===== src/design/assert_macros.svh =====
// ----------------------------------------------------------------------------
// assertion macros
// shared concurrent assertion forms for the keyboard queue transmitter
// ----------------------------------------------------------------------------
`ifndef ASSERT_MACROS_SVH
`define ASSERT_MACROS_SVH

`ifndef ASSERT_OFF
// implication checked on every rising clock edge outside reset
`define KPQ_ASSERT(label, clk, rst_n, prop, msg) \
	label: assert property (@(posedge clk) disable iff (!rst_n) prop) \
		else $error(msg);
// condition that must never hold outside reset
`define KPQ_NEVER(label, clk, rst_n, cond, msg) \
	label: assert property (@(posedge clk) disable iff (!rst_n) !(cond)) \
		else $error(msg);
`else
`define KPQ_ASSERT(label, clk, rst_n, prop, msg)
`define KPQ_NEVER(label, clk, rst_n, cond, msg)
`endif

`endif


===== src/design/kpq_pkg.sv =====
// ----------------------------------------------------------------------------
// kpq_pkg
// widths, timing constants and codes of the keyboard queue transmitter
// ----------------------------------------------------------------------------
package kpq_pkg;

	// byte ring, power of two, one slot always kept empty
	localparam int QUEUE_DEPTH    = 16;
	localparam int QIDX_W         = $clog2(QUEUE_DEPTH);

	// link timing in 1 us ticks
	localparam int LEAD_TICKS     = 10;
	localparam int START_TICKS    = 15;
	localparam int BIT_TICKS      = 15;
	localparam int LONG_BIT_TICKS = 30;
	localparam int STOP_TICKS     = 15;

	localparam int CMD_W   = 2;
	localparam int BYTE_W  = 8;
	localparam int CODE_W  = 7;
	localparam int CFG_IDX_W = 3;
	localparam int DROP_W  = 3;
	localparam int FILL_W  = 4;

	typedef enum logic [CMD_W-1:0] {
		CMD_TICK    = 2'd0,
		CMD_KEY     = 2'd1,
		CMD_SOFTPWR = 2'd2,
		CMD_RESTART = 2'd3
	} command_t;

	typedef enum logic [CFG_IDX_W-1:0] {
		REG_LAYOUT    = 3'd0,
		REG_INIT      = 3'd1,
		REG_SOFTPWR   = 3'd2,
		REG_APPLE     = 3'd3,
		REG_LOPTION   = 3'd4,
		REG_ROPTION   = 3'd5,
		REG_SHIFT     = 3'd6,
		REG_SYNCLIMIT = 3'd7
	} cfg_reg_t;

	localparam logic [BYTE_W-1:0] SYNC_LIMIT_RST = 8'd128;
	localparam logic [BYTE_W-1:0] TICKS_MAX      = 8'hFF;

endpackage


===== src/design/kpq_if.sv =====
// ----------------------------------------------------------------------------
// kpq interfaces
// valid/ready channels for key items, results and register writes
// ----------------------------------------------------------------------------
interface kpq_in_if;
	import kpq_pkg::*;
	logic                valid;
	logic                ready;
	logic [CMD_W-1:0]    command;
	logic                line_level;
	logic [BYTE_W-1:0]   key_code;
	logic                with_apple;
	logic                with_left_option;
	logic                with_right_option;
	logic                with_shift;

	modport source (output valid, command, line_level, key_code, with_apple,
		with_left_option, with_right_option, with_shift, input ready);
	modport sink (input valid, command, line_level, key_code, with_apple,
		with_left_option, with_right_option, with_shift, output ready);
endinterface

interface kpq_out_if;
	import kpq_pkg::*;
	logic                valid;
	logic                ready;
	logic                line_drive_enable;
	logic                line_drive_level;
	logic [DROP_W-1:0]   dropped_count;
	logic [FILL_W-1:0]   queue_fill;

	modport source (output valid, line_drive_enable, line_drive_level,
		dropped_count, queue_fill, input ready);
	modport sink (input valid, line_drive_enable, line_drive_level,
		dropped_count, queue_fill, output ready);
endinterface

interface kpq_cfg_if;
	import kpq_pkg::*;
	logic                 valid;
	logic                 ready;
	logic [CFG_IDX_W-1:0] index;
	logic [BYTE_W-1:0]    data;

	modport source (output valid, index, data, input ready);
	modport sink (input valid, index, data, output ready);
endinterface


===== src/design/keyboard_packet_queue_transmitter_top.sv =====
// tick, soft power and restart beats give their result in the cycle after accept;
// key event beats walk five queue write slots and register their result on the last one
// one beat per cycle for ticks that do not pop or reload, while the result side keeps up;
// a pop holds off the next beat through ST_POP, a reload through ST_RELOAD, a key event
// through the ST_KEY walk, set by the single write port and registered read of the queue memory
// reset: arst_n clears indexes, link phase, registers and output valid; queue memory is not cleared
`include "assert_macros.svh"

// ----------------------------------------------------------------------------
// keyboard_packet_queue_transmitter_top
// key byte ring in a synchronous memory plus the one-wire link sender
// ----------------------------------------------------------------------------
module keyboard_packet_queue_transmitter_top (
	input  logic        clk,
	input  logic        arst_n,
	kpq_in_if.sink      item,
	kpq_out_if.source   result,
	kpq_cfg_if.sink     cfg
);
	import kpq_pkg::*;

	// link phases, bit phases follow the wire order 4,5,6,7,0,1,2,3
	typedef enum logic [3:0] {
		PH_WAIT  = 4'd0,
		PH_SYNC  = 4'd1,
		PH_LEAD  = 4'd2,
		PH_START = 4'd3,
		PH_BIT0  = 4'd4,
		PH_BIT1  = 4'd5,
		PH_BIT2  = 4'd6,
		PH_BIT3  = 4'd7,
		PH_BIT4  = 4'd8,
		PH_BIT5  = 4'd9,
		PH_BIT6  = 4'd10,
		PH_BIT7  = 4'd11,
		PH_STOP  = 4'd12
	} link_phase_t;

	// sequencer around the queue memory
	typedef enum logic [1:0] {
		ST_IDLE,
		ST_POP,
		ST_RELOAD,
		ST_KEY
	} seq_state_t;

	localparam int KEY_SLOTS = 5;
	localparam int STEP_W    = $clog2(KEY_SLOTS);
	localparam logic [STEP_W-1:0] LAST_STEP = STEP_W'(KEY_SLOTS - 1);

	// configuration registers
	logic [BYTE_W-1:0] layout_code_q, init_code_q, soft_power_code_q, sync_limit_q;
	logic [CODE_W-1:0] apple_code_q, left_option_code_q, right_option_code_q, shift_code_q;

	// queue memory and indexes
	logic [BYTE_W-1:0] queue_mem [QUEUE_DEPTH];
	logic [BYTE_W-1:0] mem_rdata_s1;
	logic              mem_we;
	logic [QIDX_W-1:0] mem_waddr;
	logic [BYTE_W-1:0] mem_wdata;
	logic [QIDX_W-1:0] rd_idx_q, wr_idx_q;

	// link state
	link_phase_t       phase_q;
	logic [BYTE_W-1:0] ticks_q;
	logic [BYTE_W-1:0] send_byte_q;

	// sequencer state
	seq_state_t        state_q;
	logic [BYTE_W-1:0] reload_second_q;
	logic [BYTE_W-1:0] key_byte_q [KEY_SLOTS];
	logic [KEY_SLOTS-1:0] key_en_q;
	logic [STEP_W-1:0] step_q;
	logic [DROP_W-1:0] drop_q;

	// output register
	logic              out_valid_q;
	logic              out_en_q, out_lv_q;
	logic [DROP_W-1:0] out_drop_q;
	logic [FILL_W-1:0] out_fill_q;

	// handshakes
	logic     in_acc;
	command_t cmd;

	// next link state for an accepted beat
	link_phase_t       ph_n;
	logic [BYTE_W-1:0] ticks_n;
	logic              tick_reload, tick_pop;
	logic              any_reload;
	logic [BYTE_W-1:0] reload_second;
	logic [QIDX_W-1:0] rd_after, wr_after;
	logic [BYTE_W:0]   ticks_inc;
	logic [BYTE_W-1:0] cur_len;

	// key walk step
	logic [QIDX_W-1:0] key_nxt;
	logic              key_put, key_full;
	logic [QIDX_W-1:0] key_wr_n;
	logic [DROP_W-1:0] key_drop_n;

	// drive from a phase and the byte on the wire
	logic              drv_en_acc, drv_lv_acc, drv_en_cur, drv_lv_cur;

	function automatic logic [BYTE_W-1:0] phase_len(link_phase_t ph);
		logic [BYTE_W-1:0] len;
		unique case (ph)
			PH_LEAD:  len = BYTE_W'(LEAD_TICKS);
			PH_START: len = BYTE_W'(START_TICKS);
			PH_STOP:  len = BYTE_W'(STOP_TICKS);
			PH_BIT3:  len = BYTE_W'(LONG_BIT_TICKS);
			default:  len = BYTE_W'(BIT_TICKS);
		endcase
		return len;
	endfunction

	// a one bit is pulled low, start bit is always low
	function automatic logic [1:0] drive_of(link_phase_t ph, logic [BYTE_W-1:0] b);
		logic [2:0] slot;
		logic [2:0] bsel;
		logic [1:0] d;
		slot = 3'(ph - PH_BIT0);
		bsel = {~slot[2], slot[1:0]};
		if (ph == PH_START) begin
			d = 2'b10;
		end else if (ph >= PH_BIT0 && ph <= PH_BIT7) begin
			d = {1'b1, ~b[bsel]};
		end else begin
			d = 2'b00;
		end
		return d;
	endfunction

	assign cmd    = command_t'(item.command);
	// a new beat is taken only when the sequencer is idle and the output register is empty or its result is taken
	assign item.ready = (state_q == ST_IDLE) && (!out_valid_q || result.ready);
	assign in_acc = item.valid && item.ready;
	assign cfg.ready = 1'b1;

	// register writes
	always_ff @(posedge clk or negedge arst_n) begin
		if (!arst_n) begin
			layout_code_q       <= '0;
			init_code_q         <= '0;
			soft_power_code_q   <= '0;
			apple_code_q        <= '0;
			left_option_code_q  <= '0;
			right_option_code_q <= '0;
			shift_code_q        <= '0;
			sync_limit_q        <= SYNC_LIMIT_RST;
		end else if (cfg.valid && cfg.ready) begin
			unique case (cfg_reg_t'(cfg.index))
				REG_LAYOUT:    layout_code_q       <= cfg.data;
				REG_INIT:      init_code_q         <= cfg.data;
				REG_SOFTPWR:   soft_power_code_q   <= cfg.data;
				REG_APPLE:     apple_code_q        <= cfg.data[CODE_W-1:0];
				REG_LOPTION:   left_option_code_q  <= cfg.data[CODE_W-1:0];
				REG_ROPTION:   right_option_code_q <= cfg.data[CODE_W-1:0];
				REG_SHIFT:     shift_code_q        <= cfg.data[CODE_W-1:0];
				REG_SYNCLIMIT: sync_limit_q        <= cfg.data;
			endcase
		end
	end

	// link step for a tick beat, restart forces wait
	always_comb begin
		ph_n        = phase_q;
		ticks_n     = ticks_q;
		tick_reload = 1'b0;
		tick_pop    = 1'b0;
		cur_len     = phase_len(phase_q);
		ticks_inc   = {1'b0, ticks_q} + 9'd1;
		if (cmd == CMD_TICK) begin
			unique case (phase_q)
				PH_WAIT: begin
					if (!item.line_level) begin
						ph_n    = PH_SYNC;
						ticks_n = '0;
					end
				end
				PH_SYNC: begin
					if (!item.line_level) begin
						// low time saturates
						if (ticks_q != TICKS_MAX) begin
							ticks_n = ticks_inc[BYTE_W-1:0];
						end
					end else if (ticks_q >= sync_limit_q) begin
						// long pulse: host asks for a fresh start
						tick_reload = 1'b1;
						ph_n        = PH_WAIT;
						ticks_n     = '0;
					end else if (rd_idx_q == wr_idx_q) begin
						ph_n    = PH_WAIT;
						ticks_n = '0;
					end else begin
						tick_pop = 1'b1;
						ph_n     = PH_LEAD;
						ticks_n  = '0;
					end
				end
				PH_LEAD, PH_START, PH_BIT0, PH_BIT1, PH_BIT2, PH_BIT3,
				PH_BIT4, PH_BIT5, PH_BIT6, PH_BIT7, PH_STOP: begin
					if (ticks_inc >= {1'b0, cur_len}) begin
						ticks_n = '0;
						ph_n    = (phase_q == PH_STOP) ? PH_WAIT
						                               : link_phase_t'(phase_q + 4'd1);
					end else begin
						ticks_n = ticks_inc[BYTE_W-1:0];
					end
				end
				default: begin
					ph_n    = PH_WAIT;
					ticks_n = '0;
				end
			endcase
		end else if (cmd == CMD_RESTART) begin
			ph_n    = PH_WAIT;
			ticks_n = '0;
		end
	end

	assign any_reload    = tick_reload || cmd == CMD_SOFTPWR || cmd == CMD_RESTART;
	assign reload_second = (cmd == CMD_SOFTPWR) ? soft_power_code_q : layout_code_q;

	always_comb begin
		rd_after = rd_idx_q;
		wr_after = wr_idx_q;
		if (any_reload) begin
			rd_after = '0;
			wr_after = QIDX_W'(2);
		end else if (tick_pop) begin
			rd_after = rd_idx_q + 1'b1;
		end
	end

	// at most one put per step of the key walk, a full ring drops the byte
	assign key_put    = key_en_q[step_q];
	assign key_nxt    = wr_idx_q + 1'b1;
	assign key_full   = key_nxt == rd_idx_q;
	assign key_wr_n   = (key_put && !key_full) ? key_nxt : wr_idx_q;
	assign key_drop_n = drop_q + DROP_W'(key_put && key_full);

	// single write port
	always_comb begin
		mem_we    = 1'b0;
		mem_waddr = wr_idx_q;
		mem_wdata = key_byte_q[step_q];
		priority if (in_acc && any_reload) begin
			mem_we    = 1'b1;
			mem_waddr = '0;
			mem_wdata = init_code_q;
		end else if (state_q == ST_RELOAD) begin
			mem_we    = 1'b1;
			mem_waddr = QIDX_W'(1);
			mem_wdata = reload_second_q;
		end else if (state_q == ST_KEY) begin
			mem_we    = key_put && !key_full;
		end
	end

	always_ff @(posedge clk) begin
		if (mem_we) begin
			queue_mem[mem_waddr] <= mem_wdata;
		end
		// head entry is read every cycle, a pop uses the beat after accept
		mem_rdata_s1 <= queue_mem[rd_idx_q];
	end

	assign {drv_en_acc, drv_lv_acc} = drive_of(ph_n, send_byte_q);
	assign {drv_en_cur, drv_lv_cur} = drive_of(phase_q, send_byte_q);

	// sequencer, link state and output register
	always_ff @(posedge clk or negedge arst_n) begin
		if (!arst_n) begin
			state_q     <= ST_IDLE;
			rd_idx_q    <= '0;
			wr_idx_q    <= '0;
			phase_q     <= PH_WAIT;
			ticks_q     <= '0;
			send_byte_q <= '0;
			key_en_q    <= '0;
			step_q      <= '0;
			drop_q      <= '0;
			out_valid_q <= 1'b0;
		end else begin
			if (result.ready) begin
				out_valid_q <= 1'b0;
			end
			unique case (state_q)
				ST_IDLE: begin
					if (in_acc) begin
						phase_q  <= ph_n;
						ticks_q  <= ticks_n;
						rd_idx_q <= rd_after;
						wr_idx_q <= wr_after;
						reload_second_q <= reload_second;
						if (cmd == CMD_KEY) begin
							step_q <= '0;
							drop_q <= '0;
							if (item.key_code[BYTE_W-1]) begin
								// press: modifiers go down ahead of the key
								key_byte_q[0] <= {1'b1, apple_code_q};
								key_byte_q[1] <= {1'b1, left_option_code_q};
								key_byte_q[2] <= {1'b1, right_option_code_q};
								key_byte_q[3] <= {1'b1, shift_code_q};
								key_byte_q[4] <= item.key_code;
								key_en_q <= {1'b1, item.with_shift, item.with_right_option,
									item.with_left_option, item.with_apple};
							end else begin
								// release: key first, modifiers up in reverse
								key_byte_q[0] <= item.key_code;
								key_byte_q[1] <= {1'b0, shift_code_q};
								key_byte_q[2] <= {1'b0, right_option_code_q};
								key_byte_q[3] <= {1'b0, left_option_code_q};
								key_byte_q[4] <= {1'b0, apple_code_q};
								key_en_q <= {item.with_apple, item.with_left_option,
									item.with_right_option, item.with_shift, 1'b1};
							end
							state_q <= ST_KEY;
						end else begin
							out_valid_q <= 1'b1;
							out_en_q    <= drv_en_acc;
							out_lv_q    <= drv_lv_acc;
							out_drop_q  <= '0;
							out_fill_q  <= FILL_W'(wr_after - rd_after);
							priority if (any_reload) begin
								state_q <= ST_RELOAD;
							end else if (tick_pop) begin
								state_q <= ST_POP;
							end else begin
								state_q <= ST_IDLE;
							end
						end
					end
				end
				ST_POP: begin
					send_byte_q <= mem_rdata_s1;
					state_q     <= ST_IDLE;
				end
				ST_RELOAD: begin
					state_q <= ST_IDLE;
				end
				ST_KEY: begin
					wr_idx_q <= key_wr_n;
					drop_q   <= key_drop_n;
					step_q   <= step_q + 1'b1;
					if (step_q == LAST_STEP) begin
						// output register was freed before this beat was taken
						out_valid_q <= 1'b1;
						out_en_q    <= drv_en_cur;
						out_lv_q    <= drv_lv_cur;
						out_drop_q  <= key_drop_n;
						out_fill_q  <= FILL_W'(key_wr_n - rd_idx_q);
						state_q     <= ST_IDLE;
					end
				end
				default: begin
					state_q <= ST_IDLE;
				end
			endcase
		end
	end

	assign result.valid             = out_valid_q;
	assign result.line_drive_enable = out_en_q;
	assign result.line_drive_level  = out_lv_q;
	assign result.dropped_count     = out_drop_q;
	assign result.queue_fill        = out_fill_q;

	// checks
	`KPQ_ASSERT(a_reload_idx, clk, arst_n,
		(state_q == ST_RELOAD) |-> (rd_idx_q == '0 && wr_idx_q == QIDX_W'(2)),
		"reload did not reset the ring indexes")
	`KPQ_ASSERT(a_send_after_pop, clk, arst_n,
		!$stable(send_byte_q) |-> $past(state_q == ST_POP),
		"sent byte changed outside a pop")
	`KPQ_ASSERT(a_key_rd_stable, clk, arst_n,
		(state_q == ST_KEY && $past(state_q == ST_KEY)) |-> $stable(rd_idx_q),
		"read index moved during a key walk")
	`KPQ_ASSERT(a_out_source, clk, arst_n,
		$rose(out_valid_q) |-> $past(in_acc || (state_q == ST_KEY && step_q == LAST_STEP)),
		"result raised without an item to report")
	`KPQ_NEVER(a_no_drive_idle, clk, arst_n,
		out_valid_q && out_lv_q && !out_en_q,
		"level driven while line released")

endmodule


===== src/flat_wrapper.sv =====
// flat-port wrapper written by rule: the top's interface ports become plain ports
module keyboard_packet_queue_transmitter_top_flat import kpq_pkg::*;
  (clk, arst_n, item_valid, item_command, item_line_level, item_key_code, item_with_apple, item_with_left_option, item_with_right_option, item_with_shift, item_ready, result_valid, result_line_drive_enable, result_line_drive_level, result_dropped_count, result_queue_fill, result_ready, cfg_valid, cfg_index, cfg_data, cfg_ready);
  kpq_in_if item_i ();
  kpq_out_if result_i ();
  kpq_cfg_if cfg_i ();
  input  logic clk;
  input  logic arst_n;
  input wire logic [$bits(item_i.valid)-1:0] item_valid;
  input wire logic [$bits(item_i.command)-1:0] item_command;
  input wire logic [$bits(item_i.line_level)-1:0] item_line_level;
  input wire logic [$bits(item_i.key_code)-1:0] item_key_code;
  input wire logic [$bits(item_i.with_apple)-1:0] item_with_apple;
  input wire logic [$bits(item_i.with_left_option)-1:0] item_with_left_option;
  input wire logic [$bits(item_i.with_right_option)-1:0] item_with_right_option;
  input wire logic [$bits(item_i.with_shift)-1:0] item_with_shift;
  output wire logic [$bits(item_i.ready)-1:0] item_ready;
  output wire logic [$bits(result_i.valid)-1:0] result_valid;
  output wire logic [$bits(result_i.line_drive_enable)-1:0] result_line_drive_enable;
  output wire logic [$bits(result_i.line_drive_level)-1:0] result_line_drive_level;
  output wire logic [$bits(result_i.dropped_count)-1:0] result_dropped_count;
  output wire logic [$bits(result_i.queue_fill)-1:0] result_queue_fill;
  input wire logic [$bits(result_i.ready)-1:0] result_ready;
  input wire logic [$bits(cfg_i.valid)-1:0] cfg_valid;
  input wire logic [$bits(cfg_i.index)-1:0] cfg_index;
  input wire logic [$bits(cfg_i.data)-1:0] cfg_data;
  output wire logic [$bits(cfg_i.ready)-1:0] cfg_ready;
  assign item_i.valid = item_valid;
  assign item_i.command = item_command;
  assign item_i.line_level = item_line_level;
  assign item_i.key_code = item_key_code;
  assign item_i.with_apple = item_with_apple;
  assign item_i.with_left_option = item_with_left_option;
  assign item_i.with_right_option = item_with_right_option;
  assign item_i.with_shift = item_with_shift;
  assign item_ready = item_i.ready;
  assign result_valid = result_i.valid;
  assign result_line_drive_enable = result_i.line_drive_enable;
  assign result_line_drive_level = result_i.line_drive_level;
  assign result_dropped_count = result_i.dropped_count;
  assign result_queue_fill = result_i.queue_fill;
  assign result_i.ready = result_ready;
  assign cfg_i.valid = cfg_valid;
  assign cfg_i.index = cfg_index;
  assign cfg_i.data = cfg_data;
  assign cfg_ready = cfg_i.ready;
  keyboard_packet_queue_transmitter_top u_core (.clk(clk), .arst_n(arst_n), .item(item_i), .result(result_i), .cfg(cfg_i));
endmodule

===== config.mk =====
export PLATFORM = sky130hd
export DESIGN_NAME = keyboard_packet_queue_transmitter_top_flat
export DESIGN_NICKNAME = d
export VERILOG_FILES = /design/src/design/kpq_pkg.sv /design/src/design/kpq_if.sv /design/src/design/keyboard_packet_queue_transmitter_top.sv /design/src/flat_wrapper.sv
export VERILOG_INCLUDE_DIRS = /design/src /design/src/design
export SDC_FILE = /design/constraint.sdc
export NUM_CORES = 1
export LEC_CHECK = 0
export BUFFER_PORTS_ARGS = -buffer_cell sky130_fd_sc_hd__buf_2
export CAP_MARGIN = 0
export CORE_MARGIN = 3
export CORE_UTILIZATION = 60
export CTS_CLUSTER_SIZE = 20
export DETAILED_ROUTE_END_ITERATION = 16
export PLACE_DENSITY = 0.77
export SYNTH_ARGS = -nofsm -noshare
export SYNTH_HDL_FRONTEND = slang
export SYNTH_SLANG_ARGS = --single-unit

===== constraint.sdc =====
create_clock -name clk -period 9.99 [get_ports clk]
set_clock_uncertainty 0.2 [all_clocks]
set_input_delay 1.998 -clock clk [delete_from_list [all_inputs] [get_ports clk]]
set_output_delay 1.998 -clock clk [all_outputs]
set_load 0.01 [all_outputs]

==> impl_metrics.env, run 1 <==
export IMPL_synth_async_reset_ratio_pct=34.8
export IMPL_clkSinkCount=293
export IMPL_worstPathArrival_ns=5.25
export IMPL_post_synth_num_cell_types=73
export IMPL_regToRegStartpoint="u_core.ticks_q[2]"
export IMPL_syn_inst=988
export IMPL_timing_hold_worst_endpoint="u_core.key_byte_q[2][3]"
export IMPL_comb_power_share_pct=21.3
export IMPL_postCtsSetupBuffers=0
export IMPL_category_of_the_worst_setup_path_capture_point="register"
export IMPL_p_clk_share_pct=31.1
export IMPL_hp_start="u_core.right_option_code_q[3]"
export IMPL_max_vdd_ir_drop_uv=180
export IMPL_place_worst_setup_slack_ns=4.15
export IMPL_areaGrowthSynthToFinish_pct=10.7
export IMPL_finish_instance_area_um2=15000
export IMPL_critical_path_max_stage_delay_ns=0.84
export IMPL_setup_worst_path_start_class="primary input"
export IMPL_unrepaired_setup_endpoints_after_global_routing="false"
export IMPL_setup_reg_to_reg_worst_slack_ns=5.46
export IMPL_critical_path_top_delay_cell="sky130_fd_sc_hd__nor3_1"
export IMPL_setup_viol=0
export IMPL_detailroute_via_count=8261
export IMPL_cts_max_level=1
export IMPL_syn_area_per_cell_um2=13.7
export IMPL_worstPathBufferInverterCount=1
export IMPL_drt_total_wl_um=28400
export IMPL_max_slew_worst_pin_slew_ns=1.28
export IMPL_critical_path_depth=7
export IMPL_worst_setup_path_type="primary input to register"
export IMPL_power_switching_fraction_pct=28.5
export IMPL_post_route_cells_drive_above_1_share_pct=24.7
export IMPL_cts_buffers=29
export IMPL_filler_cell_count=1540
export IMPL_via_count_of_the_first_global_routing_pass=8234
export IMPL_design_core_area_um2=22000
export IMPL_slew_violations=0
export IMPL_crit_path_start="result_ready"
export IMPL_nNetsFinal=1101
export IMPL_detailedPlacementHpwl_um=18800
export IMPL_detail_route_antenna_nets=0
export IMPL_p_switching_uw=999
export IMPL_hp_class="register to register"
export IMPL_fp_row_count=54
export IMPL_outcome="completed"
export IMPL_detail_route_wl_per_cell_um=21.3
export IMPL_synthesis_yosys_warnings=0
export IMPL_crit_fanout=23
export IMPL_gp_congestion=0.879
export IMPL_final_clock_period_utilization_by_the_worst_path_pct=52.9
export IMPL_grt_pass1_wl_um=45300
export IMPL_sequential_cell_area_um2=8210
export IMPL_drt_first_pass_iters=5
export IMPL_final_hold_violation_count=0
export IMPL_maximum_number_of_pins_on_one_net_before_global_route_repair=72
export IMPL_worst_endpoint_required_ns=9.95
export IMPL_power_leakage_uw=0.00549
export IMPL_floorplan_io_pins=43
export IMPL_synth_nets=1059
export IMPL_cts_clk_slew_worst_paths_ns=0.06
export IMPL_max_clock_freq_mhz=189
export IMPL_logic_depth_of_the_worst_register_to_register_path=10
export IMPL_period_needed_ns=5.29
export IMPL_clock_tree_buffer_depth=3
export IMPL_route_detailed_drc=0
export IMPL_globalRouteOverflowTotal=0
export IMPL_synth_area_um2=13500
export IMPL_final_critical_path_setup_slack_ns=4.70
export IMPL_numPortBuffers=41
export IMPL_p_int_uw=2510
export IMPL_synth_edff_count=183
export IMPL_drt_iter0_markers=660
export IMPL_clk_root_buffer_cell="sky130_fd_sc_hd__clkbuf_16"
export IMPL_reg2reg_to="u_core.queue_mem[3][0]"
export IMPL_fin_setup_tns_ns=0
export IMPL_yosys_most_used_dff="sky130_fd_sc_hd__edfxtp_1"
export IMPL_ys_ff_latch=293
export IMPL_antenna_violations_before_repair=0
export IMPL_max_cap_violations=0
export IMPL_vias_per_cell=6.20
export IMPL_die_y_um=156
export IMPL_start_util_pct=61.5
export IMPL_cts_hold_fix_buffers=0
export IMPL_die_outline_area_um2=24400
export IMPL_placed_area_um2=14000
export IMPL_multi_input_area_um2=5010
export IMPL_power_density_nw_per_um2=234
export IMPL_cts_resized=0
export IMPL_timing_critical_path_max_delay_family="simple AND/OR/NAND/NOR gates"
export IMPL_cts_tree="done"
export IMPL_antenna_cells_inserted=0
export IMPL_worst_hold_path_num_cells=0
export IMPL_slew_limit_headroom_pct=14.7
export IMPL_grt_usage_pct=23.6
export IMPL_critical_path_most_common_cell="sky130_fd_sc_hd__nand3_1"
export IMPL_chipWidth_um=156
export IMPL_worst_skew_pair_late_latency_ns=0.55
export IMPL_sequentialPowerShare_pct=47.5
export IMPL_synth_seq_area_share_pct=60.6
export IMPL_crit_chain="buf_2, nand2b_1, nand3_1, nor2b_1, nor4b_1, nand3_1, nor3_1"
[area by class of cell]
| cell class | count | share of cell area [%] |
|---|---|---|
| multi-input combinational | 610 | 33.4 |
| timing repair buffer | 58 | 2.24 |
| tap | 280 | 2.34 |
| inverter | 38 | 0.951 |
| sequential | 293 | 54.7 |
| clock buffer | 42 | 5.43 |
| clock inverter | 12 | 0.959 |
[through the flow]
stage / utilization, % / hold slack [ns] / power [uW] / std cells
finish: 68.1 / 0.247 / 3500 / 1333
global route: 68.1 / 0.260 / 3660 / 1333
CTS: 68.1 / 0.246 / 3520 / 1333
detailed placement: 63.8 / 0.234 / 2430 / 1279
global placement: 63.8 / 0.225 / 2400 / 1279
floorplan: - / 0.219 / 2160 / 988
[synth_stat cells, drive strengths merged (3+ instances only)]
master / number / area share [%]
clkbuf: 32 / 0.89
o31ai: 10 / 0.55
nand2: 67 / 1.9
a22oi: 10 / 0.55
and3: 3 / 0.18
a21o: 3 / 0.17
nand4b: 4 / 0.26
a31oi: 3 / 0.14
dfxtp: 8 / 1.2
mux2: 117 / 9.8
o21ai: 60 / 2.2
a221oi: 8 / 0.52
nor2: 50 / 1.4
xnor2: 14 / 0.96
a21oi: 42 / 1.6
mux2i: 40 / 3.0
a211oi: 3 / 0.17
nor4: 3 / 0.25
edfxtp: 183 / 41
nand3: 24 / 0.92
nor3b: 4 / 0.22
nor3: 9 / 0.37
buf: 15 / 0.57
mux4: 25 / 4.2
inv: 38 / 1.1
dfrtp: 101 / 19
and2: 9 / 0.42
xor2: 8 / 0.52
o22ai: 3 / 0.14
nand4: 6 / 0.28
nand2b: 5 / 0.23
nor2b: 7 / 0.32
ha: 38 / 3.5
or3: 3 / 0.14
[cells in the final DEF, fill, tap and decap left out, types with 4 or more instances in the layout]
master and n:
sky130_fd_sc_hd__a221oi_1 8, sky130_fd_sc_hd__ha_1 38, sky130_fd_sc_hd__o31ai_1 10, sky130_fd_sc_hd__mux4_2 25, sky130_fd_sc_hd__mux2i_1 39, sky130_fd_sc_hd__xnor2_1 13, sky130_fd_sc_hd__inv_1 38, sky130_fd_sc_hd__nor3b_1 4
sky130_fd_sc_hd__clkbuf_16 29, sky130_fd_sc_hd__dfxtp_1 8, sky130_fd_sc_hd__edfxtp_1 183, sky130_fd_sc_hd__nor3_1 8, sky130_fd_sc_hd__nor2_1 48, sky130_fd_sc_hd__a22oi_1 10, sky130_fd_sc_hd__and2_1 9, sky130_fd_sc_hd__nor2b_1 7
sky130_fd_sc_hd__o21ai_0 60, sky130_fd_sc_hd__xor2_1 8, sky130_fd_sc_hd__nand3_1 23, sky130_fd_sc_hd__clkinv_2 4, sky130_fd_sc_hd__mux2_2 116, sky130_fd_sc_hd__nand2_1 67, sky130_fd_sc_hd__dfrtp_1 100, sky130_fd_sc_hd__buf_4 18
sky130_fd_sc_hd__a21oi_1 42, sky130_fd_sc_hd__nand4_1 6, sky130_fd_sc_hd__nand2b_1 5, sky130_fd_sc_hd__nand4b_1 4, sky130_fd_sc_hd__buf_2 40, sky130_fd_sc_hd__clkbuf_8 4, sky130_fd_sc_hd__clkbuf_1 9
[cell families after synthesis]
| family | synth area share (%) |
|---|---|
| DFF | 60.6 |
| and+or+nand+nor | 7.22 |
| muxes | 16.9 |
| AOI/OAI and AO/OA | 7.47 |
| buffers and inverters | 2.51 |
| adders and majority gates | 3.80 |
| xor gates and xnor gates | 1.48 |
| other | 0.0277 |
[state kept, by name, indices dropped and copies added (netlist names), 4 cells and up]
register and cells:
u_core.queue_mem 128, u_core.key_byte_q 38, u_core.init_code_q 8, u_core.layout_code_q 8, u_core.mem_rdata_s1 8, u_core.reload_second_q 8, u_core.send_byte_q 8, u_core.soft_power_code_q 8
u_core.sync_limit_q 8, u_core.ticks_q 8, u_core.apple_code_q 7, u_core.left_option_code_q 7, u_core.right_option_code_q 7, u_core.shift_code_q 7, u_core.key_en_q 5, u_core.phase_q 4
u_core.rd_idx_q 4, u_core.result.queue_fill 4, u_core.wr_idx_q 4
[per-layer routing]
metal | track usage [%] | routed length (um)
met5 | 0 | 0
met4 | 5.00 | 511
met3 | 4.07 | 1780
met2 | 38.9 | 13500
met1 | 33.7 | 12500
[how the worst max path moves through the flow]
stage,to
2_1_floorplan,u_core.key_byte_q[0][0]
3_3_place_gp,u_core.queue_mem[3][3]
3_5_place_dp,u_core.queue_mem[3][5]
4_1_cts,u_core.queue_mem[2][1]
5_1_grt,u_core.queue_mem[3][0]
6_report,u_core.queue_mem[3][0]
[power groups by stage]
stage / logic, uW / registers, uW / clock network, uW
2_1_floorplan: 522 / 1640 / 0
3_3_place_gp: 717 / 1680 / 0
3_5_place_dp: 743 / 1690 / 0
4_1_cts: 748 / 1660 / 1100
5_1_grt: 824 / 1680 / 1160
6_report: 748 / 1670 / 1090
No activity file was read; power rests on OpenSTA's default activity.
==> run 2: changes to the inputs <==
==> constraint.sdc (replaced) <==
create_clock -name clk -period 5.35 [get_ports clk]
set_clock_uncertainty 0.2 [all_clocks]
set_input_delay 1.07 -clock clk [delete_from_list [all_inputs] [get_ports clk]]
set_output_delay 1.07 -clock clk [all_outputs]
set_load 0.01 [all_outputs]
==> run 2 against run 1 <==
Compared with the run above:
- non-clock buffer count increased by 6
- core utilization increased by 0.11 points
- sequential share of layout area decreased by 0.091 points
- sequential cell count unchanged
- count of clock-buffer cells in the layout decreased by 4
- cell area increased by 0.17%
- sequential power increased by 86%
- first-iteration DRC count increased by 11%
- critical path depth increased by 4
- critical path type is now register to register
- critical endpoint is now u_core.queue_mem[15][0]
- highest routed layer unchanged
==> impl_metrics.env, run 2 (synthesized netlist as in run 1, its figures left out) <==
export IMPL_category_of_the_worst_setup_path_capture_point="register"
export IMPL_worstPathArrival_ns=4.06
export IMPL_worst_skew_pair_late_latency_ns=0.55
export IMPL_setup_viol=0
export IMPL_p_int_uw=4650
export IMPL_place_detailed_instances=1285
export IMPL_cts_tree="done"
export IMPL_route_detailed_drc=0
export IMPL_setup_worst_path_start_class="register"
export IMPL_regToRegStartpoint="u_core.ticks_q[2]"
export IMPL_max_slew_worst_pin_slew_ns=1.05
export IMPL_crit_fanout=19
export IMPL_nNetsFinal=1107
export IMPL_flip_flop_count_of_the_largest_register_all_copies_and_words_added=128
export IMPL_grt_usage_pct=23.7
export IMPL_layout_cells_most_common="sky130_fd_sc_hd__edfxtp_1"
export IMPL_utilization_pct=68.2
export IMPL_worst_endpoint_required_ns=5.33
export IMPL_chipWidth_um=156
export IMPL_detail_route_antenna_nets=0
export IMPL_clkSinkCount=293
export IMPL_drt_first_pass_iters=5
export IMPL_cts_max_level=1
export IMPL_critical_path_max_stage_delay_ns=0.64
export IMPL_clk_root_buffer_cell="sky130_fd_sc_hd__clkbuf_16"
export IMPL_floorplan_io_pins=43
export IMPL_die_y_um=156
export IMPL_drt_iter0_markers=733
export IMPL_power_leakage_uw=0.00552
export IMPL_postCtsSetupBuffers=0
export IMPL_largest_register="u_core.queue_mem"
export IMPL_comb_power_share_pct=21.6
export IMPL_final_clock_period_utilization_by_the_worst_path_pct=76.3
export IMPL_sequential_cell_area_um2=8210
export IMPL_cts_clk_slew_worst_paths_ns=0.06
export IMPL_max_clock_freq_mhz=245
export IMPL_max_vdd_ir_drop_uv=345
export IMPL_max_cap_violations=0
export IMPL_timing_critical_path_max_delay_family="simple AND/OR/NAND/NOR gates"
export IMPL_slew_violations=0
export IMPL_final_hold_violation_count=0
export IMPL_critical_path_top_delay_cell="sky130_fd_sc_hd__nor2_1"
export IMPL_period_needed_ns=4.08
export IMPL_detail_route_wl_per_cell_um=21.3
export IMPL_worstPathBufferInverterCount=2
export IMPL_detailroute_via_count=8319
export IMPL_outcome="completed"
export IMPL_die_outline_area_um2=24400
export IMPL_cts_resized=0
export IMPL_gp_congestion=0.888
export IMPL_fin_setup_tns_ns=0
export IMPL_p_clk_share_pct=30.7
export IMPL_sequentialPowerShare_pct=47.7
export IMPL_critical_path_most_common_cell="sky130_fd_sc_hd__buf_4"
export IMPL_hp_start="u_core.right_option_code_q[5]"
export IMPL_p_switching_uw=1870
export IMPL_worst_setup_path_type="register to register"
export IMPL_maximum_number_of_pins_on_one_net_before_global_route_repair=59
export IMPL_vias_per_cell=6.22
export IMPL_cts_buffers=29
export IMPL_clock_tree_buffer_depth=3
export IMPL_antenna_violations_before_repair=0
export IMPL_design_core_area_um2=22000
export IMPL_slew_limit_headroom_pct=30.0
export IMPL_unrepaired_setup_endpoints_after_global_routing="false"
export IMPL_cts_hold_fix_buffers=0
export IMPL_filler_cell_count=1498
export IMPL_fp_row_count=54
export IMPL_power_switching_fraction_pct=28.6
export IMPL_detailedPlacementHpwl_um=19100
export IMPL_hp_class="register to register"
export IMPL_start_util_pct=61.5
export IMPL_globalRouteOverflowTotal=0
export IMPL_areaGrowthSynthToFinish_pct=10.9
export IMPL_numPortBuffers=41
export IMPL_via_count_of_the_first_global_routing_pass=8164
export IMPL_antenna_cells_inserted=0
export IMPL_grt_pass1_wl_um=45300
export IMPL_crit_chain="ha_1, a211oi_1, o21ai_0, a21oi_1, o31ai_1, buf_4, nor2b_1, buf_4, nor4b_1, nand3_1, nor2_1"
export IMPL_hold_slack_ns=0.248
export IMPL_power_density_nw_per_um2=434
export IMPL_finalNonFillerCells=1338
export IMPL_final_cell_mix="sky130_fd_sc_hd__edfxtp_1 (183), sky130_fd_sc_hd__mux2_2 (116), sky130_fd_sc_hd__dfrtp_1 (100)"
export IMPL_multi_input_area_um2=5010
export IMPL_post_route_cells_drive_above_1_share_pct=25.2
export IMPL_crit_path_start="u_core.ticks_q[2]"
export IMPL_drt_total_wl_um=28500
export IMPL_reg_top3="u_core.queue_mem: 128 flops, u_core.key_byte_q: 38 flops"
-- run 2: changes by cell type in the layout (fill, tap and decap cells not counted), sizes merged --
| cell | delta |
|---|---|
| inv | -1 |
| buf | +6 |
| clkbuf | -4 |
| clkinv | +5 |
| clkinvlp | -1 |
-- run 2: worst paths after layout --
path                                      endpoint  slack (ns)  cells past startpoint
setup / recovery           u_core.queue_mem[15][0]        1.27                     11
hold / removal             u_core.key_byte_q[2][5]        0.25                      0
setup reg to reg           u_core.queue_mem[15][0]        1.27                     11
hold reg to reg            u_core.key_byte_q[2][5]        0.25                      0
max in group asynchronous       u_core.key_en_q[2]        3.30                      3
min in group asynchronous        u_core.ticks_q[5]        0.48                      2
-- run 2: per-stage QoR --
stage	setup slack, ns	total power, uW	cell area (um^2)
6_report	1.27	6520	15000
5_1_grt	0.952	6820	15000
3_3_place_gp	1.37	4490	14100
2_1_floorplan	1.18	4030	13500
3_5_place_dp	1.29	4550	14100
4_1_cts	1.25	6550	15000
-- run 2: layout make-up --
class                      count  area share [%]
clock buffer                  38            5.19
clock inverter                15            1.06
inverter                      38           0.949
multi-input combinational    610            33.3
sequential                   293            54.6
tap                          280            2.33
timing repair buffer          64            2.53
-- run 2: worst register-to-register path: cells and delay by family, from the launching register on --
kind,cells,cell delay [ns]
adder cells (fa/ha/maj),1,0.34
AND/OR/NAND/NOR,4,1.64
buffers and inverters,2,0.37
AO/OA/AOI/OAI,4,0.69
flip-flops,1,0.47
-- run 2: metal layers --
layer	vias to the layer above	global-route usage, %	wire [um]
li1	3803	-	-
met1	4165	35.6	13000
met3	55	3.01	1530
met2	296	37.0	13200
met5	-	0	0
met4	0	7.04	742
-- run 2: power groups by stage --
stage | Combinational, uW | Sequential [uW] | Clock (uW)
floorplan | 974 | 3050 | 0
global placement | 1360 | 3130 | 0
detailed placement | 1400 | 3150 | 0
CTS | 1410 | 3110 | 2030
global route | 1550 | 3140 | 2120
finish | 1410 | 3110 | 2000
==> run 3: changes to the inputs <==
--- a/config.mk
+++ b/config.mk
@@ -9,10 +9,10 @@
 export BUFFER_PORTS_ARGS = -buffer_cell sky130_fd_sc_hd__buf_2
 export CAP_MARGIN = 0
 export CORE_MARGIN = 3
-export CORE_UTILIZATION = 60
+export CORE_UTILIZATION = 56
 export CTS_CLUSTER_SIZE = 20
 export DETAILED_ROUTE_END_ITERATION = 16
-export PLACE_DENSITY = 0.77
+export PLACE_DENSITY = 0.76
 export SYNTH_ARGS = -nofsm -noshare
 export SYNTH_HDL_FRONTEND = slang
 export SYNTH_SLANG_ARGS = --single-unit
==> constraint.sdc (replaced) <==
create_clock -name clk -period 3.4 [get_ports clk]
set_clock_uncertainty 0.2 [all_clocks]
set_input_delay 0.68 -clock clk [delete_from_list [all_inputs] [get_ports clk]]
set_output_delay 0.68 -clock clk [all_outputs]
set_load 0.01 [all_outputs]
==> run 3 against run 2 <==
Compared with the run above:
- the run now ends with negative setup slack left
- sequential cell count unchanged
- sequential power up 54%
- maximum frequency up 17%
- sequential share of layout area down 3.1 points
- setup slack worse by 1.4 ns
- highest routed layer unchanged
- critical path type unchanged
- final cell count up 8.7%
- critical path depth up 4
- global-route usage down 0.86 points
==> impl_metrics.env, run 3 (synthesized netlist as in run 1, its figures left out) <==
export IMPL_final_cell_mix="sky130_fd_sc_hd__edfxtp_1 (183), sky130_fd_sc_hd__mux2_2 (116), sky130_fd_sc_hd__dfrtp_1 (99)"
export IMPL_max_vdd_ir_drop_uv=514
export IMPL_cts_max_level=1
export IMPL_comb_power_share_pct=24.4
export IMPL_grt_pass1_wl_um=47200
export IMPL_category_of_the_worst_setup_path_capture_point="register"
export IMPL_die_y_um=162
export IMPL_die_outline_area_um2=26100
export IMPL_power_switching_fraction_pct=29.3
export IMPL_detail_route_wl_per_cell_um=20.4
export IMPL_hp_start="item_with_right_option"
export IMPL_setup_reg_to_reg_worst_slack_ns=-0.09
export IMPL_clk_root_buffer_cell="sky130_fd_sc_hd__clkbuf_16"
export IMPL_design_core_area_um2=23600
export IMPL_globalRouteOverflowTotal=0
export IMPL_maximum_number_of_pins_on_one_net_before_global_route_repair=54
export IMPL_logic_depth_of_the_worst_register_to_register_path=15
export IMPL_setup_viol=1
export IMPL_areaGrowthSynthToFinish_pct=17.5
export IMPL_violations_in_the_final_reports="negative setup slack"
export IMPL_clkSinkCount=293
export IMPL_detailedPlacementHpwl_um=20000
export IMPL_period_needed_ns=3.49
export IMPL_p_int_uw=7260
export IMPL_worst_skew_pair_late_latency_ns=0.54
export IMPL_floorplan_io_pins=43
export IMPL_worst_hold_path_num_cells=2
export IMPL_post_route_cells_drive_above_1_share_pct=34.3
export IMPL_power_uw=10300
export IMPL_nNetsFinal=1183
export IMPL_numPortBuffers=41
export IMPL_drt_total_wl_um=29700
export IMPL_max_clock_freq_mhz=286
export IMPL_flip_flop_count_of_the_largest_register_all_copies_and_words_added=128
export IMPL_drt_first_pass_iters=6
export IMPL_unrepaired_setup_endpoints_after_global_routing="true"
export IMPL_clock_tree_buffer_depth=3
export IMPL_final_clock_period_utilization_by_the_worst_path_pct=103
export IMPL_place_detailed_instances=1389
export IMPL_max_slew_worst_pin_slew_ns=0.921
export IMPL_timing_hold_worst_endpoint="u_core.key_en_q[2]"
export IMPL_finalNonFillerCells=1454
export IMPL_crit_fanout=4
export IMPL_via_count_of_the_first_global_routing_pass=8529
export IMPL_slew_violations=0
export IMPL_worst_endpoint_required_ns=3.61
export IMPL_vias_per_cell=5.83
export IMPL_cts_buffers=29
export IMPL_slew_limit_headroom_pct=38.6
export IMPL_setup_worst_path_start_class="register"
export IMPL_regToRegStartpoint="u_core.phase_q[1]"
export IMPL_worstPathArrival_ns=3.70
export IMPL_layout_cells_most_common="sky130_fd_sc_hd__edfxtp_1"
export IMPL_route_detailed_drc=0
export IMPL_outcome="finished with violations"
export IMPL_chipWidth_um=162
export IMPL_final_hold_violation_count=0
export IMPL_hp_class="primary input to register"
export IMPL_detailroute_via_count=8477
export IMPL_fp_row_count=56
export IMPL_filler_cell_count=1639
export IMPL_final_critical_path_setup_slack_ns=-0.0921
export IMPL_antenna_violations_before_repair=0
export IMPL_largest_register="u_core.queue_mem"
export IMPL_reg_top3="u_core.queue_mem: 128 flops, u_core.key_byte_q: 38 flops"
export IMPL_cts_tree="done"
export IMPL_sequentialPowerShare_pct=46.8
export IMPL_p_switching_uw=3000
export IMPL_reg2reg_to="u_core.result.line_drive_level"
export IMPL_power_leakage_uw=0.00592
export IMPL_start_util_pct=57.4
export IMPL_detail_route_antenna_nets=0
export IMPL_cts_clk_slew_worst_paths_ns=0.06
export IMPL_gp_congestion=0.882
export IMPL_power_density_nw_per_um2=645
export IMPL_worst_setup_path_type="register to register"
export IMPL_grt_usage_pct=22.9
export IMPL_p_clk_share_pct=28.8
export IMPL_drt_iter0_markers=708
export IMPL_max_cap_violations=0
-- run 3: cell count changes in the layout (fill, tap and decap cells not counted), moves of 4 or more --
cell	previous run	this run
sky130_fd_sc_hd__buf_4	24	98
sky130_fd_sc_hd__ha_1	38	29
sky130_fd_sc_hd__a21oi_1	42	35
sky130_fd_sc_hd__a21oi_2	0	6
sky130_fd_sc_hd__ha_4	0	6
sky130_fd_sc_hd__nor2_1	48	42
sky130_fd_sc_hd__nor2_2	1	7
sky130_fd_sc_hd__o21ai_0	60	56
-- run 3: critical path, stage by stage (launching register included) --
cell and delay, ns:
sky130_fd_sc_hd__dfrtp_1 0.42, sky130_fd_sc_hd__ha_2 0.25, sky130_fd_sc_hd__nand2_4 0.06, sky130_fd_sc_hd__and2_4 0.16
sky130_fd_sc_hd__ha_4 0.26, sky130_fd_sc_hd__nand2b_4 0.11, sky130_fd_sc_hd__a31o_4 0.14, sky130_fd_sc_hd__nand3_4 0.07
sky130_fd_sc_hd__and3_4 0.20, sky130_fd_sc_hd__o32ai_4 0.23, sky130_fd_sc_hd__a22oi_2 0.10, sky130_fd_sc_hd__ha_1 0.31
sky130_fd_sc_hd__and2b_1 0.16, sky130_fd_sc_hd__o31ai_1 0.08, sky130_fd_sc_hd__or4_1 0.53, sky130_fd_sc_hd__nand3_1 0.09
-- run 3: power by group through the flow --
stage	logic, uW	registers, uW	clock network (uW)
floorplan	1540	4810	0
global placement	2330	4840	0
detailed placement	2410	4870	0
CTS	2450	4800	3010
global route	2740	4850	3150
finish	2510	4800	2950
-- run 3: metrics by stage --
step / cell area (um^2) / hold slack (ns) / utilization (%) / setup TNS [ns] / setup WS, ns
6_report: 15900 / 0.177 / 67.4 / -0.0921 / -0.0921
5_1_grt: 15900 / 0.161 / 67.4 / -0.187 / -0.180
4_1_cts: 15700 / 0.156 / 66.5 / 0 / 0.000405
3_5_place_dp: 14700 / 0.229 / 62.2 / -0.175 / -0.175
3_3_place_gp: 14700 / 0.225 / 62.2 / -0.0556 / -0.0556
2_1_floorplan: 13600 / 0.184 / - / -0.775 / -0.265
-- run 3: layer usage --
layer  vias up  share of wire [%]  global-route usage [%]
li1       3953                  -                       -
met3        48                4.8                    3.51
met2       221                 50                    38.7
met5         -                  0                       0
met4         0                2.3                    5.55
met1      4255                 43                    31.5
-- run 3: worst max path at each step --
| stage | start | to | slack (ns) |
|---|---|---|---|
| final | u_core.phase_q[1] | u_core.result.line_drive_level | -0.09 |
| after global routing | u_core.phase_q[1] | u_core.result.line_drive_level | -0.18 |
| after CTS | u_core.phase_q[0] | u_core.result.line_drive_level | 0.0004 |
| after detailed placement | u_core.phase_q[3] | u_core.result.line_drive_level | -0.17 |
| after global placement | u_core.phase_q[2] | u_core.result.line_drive_level | -0.06 |
| after floorplan | u_core.phase_q[2] | u_core.result.line_drive_level | -0.27 |
-- run 3: timing repair --
item | CTS | global route
pin swaps | 16 | 6
endpoints found under the setup margin | 1 | 36
cloned | 0 | 0
setup buffers | 4 | 6
resized for setup | 22 | 32
endpoints found under the hold margin | 19 | 0
hold buffers | 1 | 0
-- run 3: final cells by class --
| class | count | area [um^2] | area share [%] |
|---|---|---|---|
| Antenna cell | 1 | 2.50 | 0.0157 |
| Clock buffer | 41 | 801 | 5.03 |
| Clock inverter | 12 | 77.6 | 0.487 |
| Inverter | 38 | 143 | 0.896 |
| Multi-Input combinational cell | 610 | 5320 | 33.4 |
| Sequential cell | 293 | 8210 | 51.6 |
| Tap cell | 319 | 399 | 2.51 |
| Timing Repair Buffer | 140 | 966 | 6.07 |
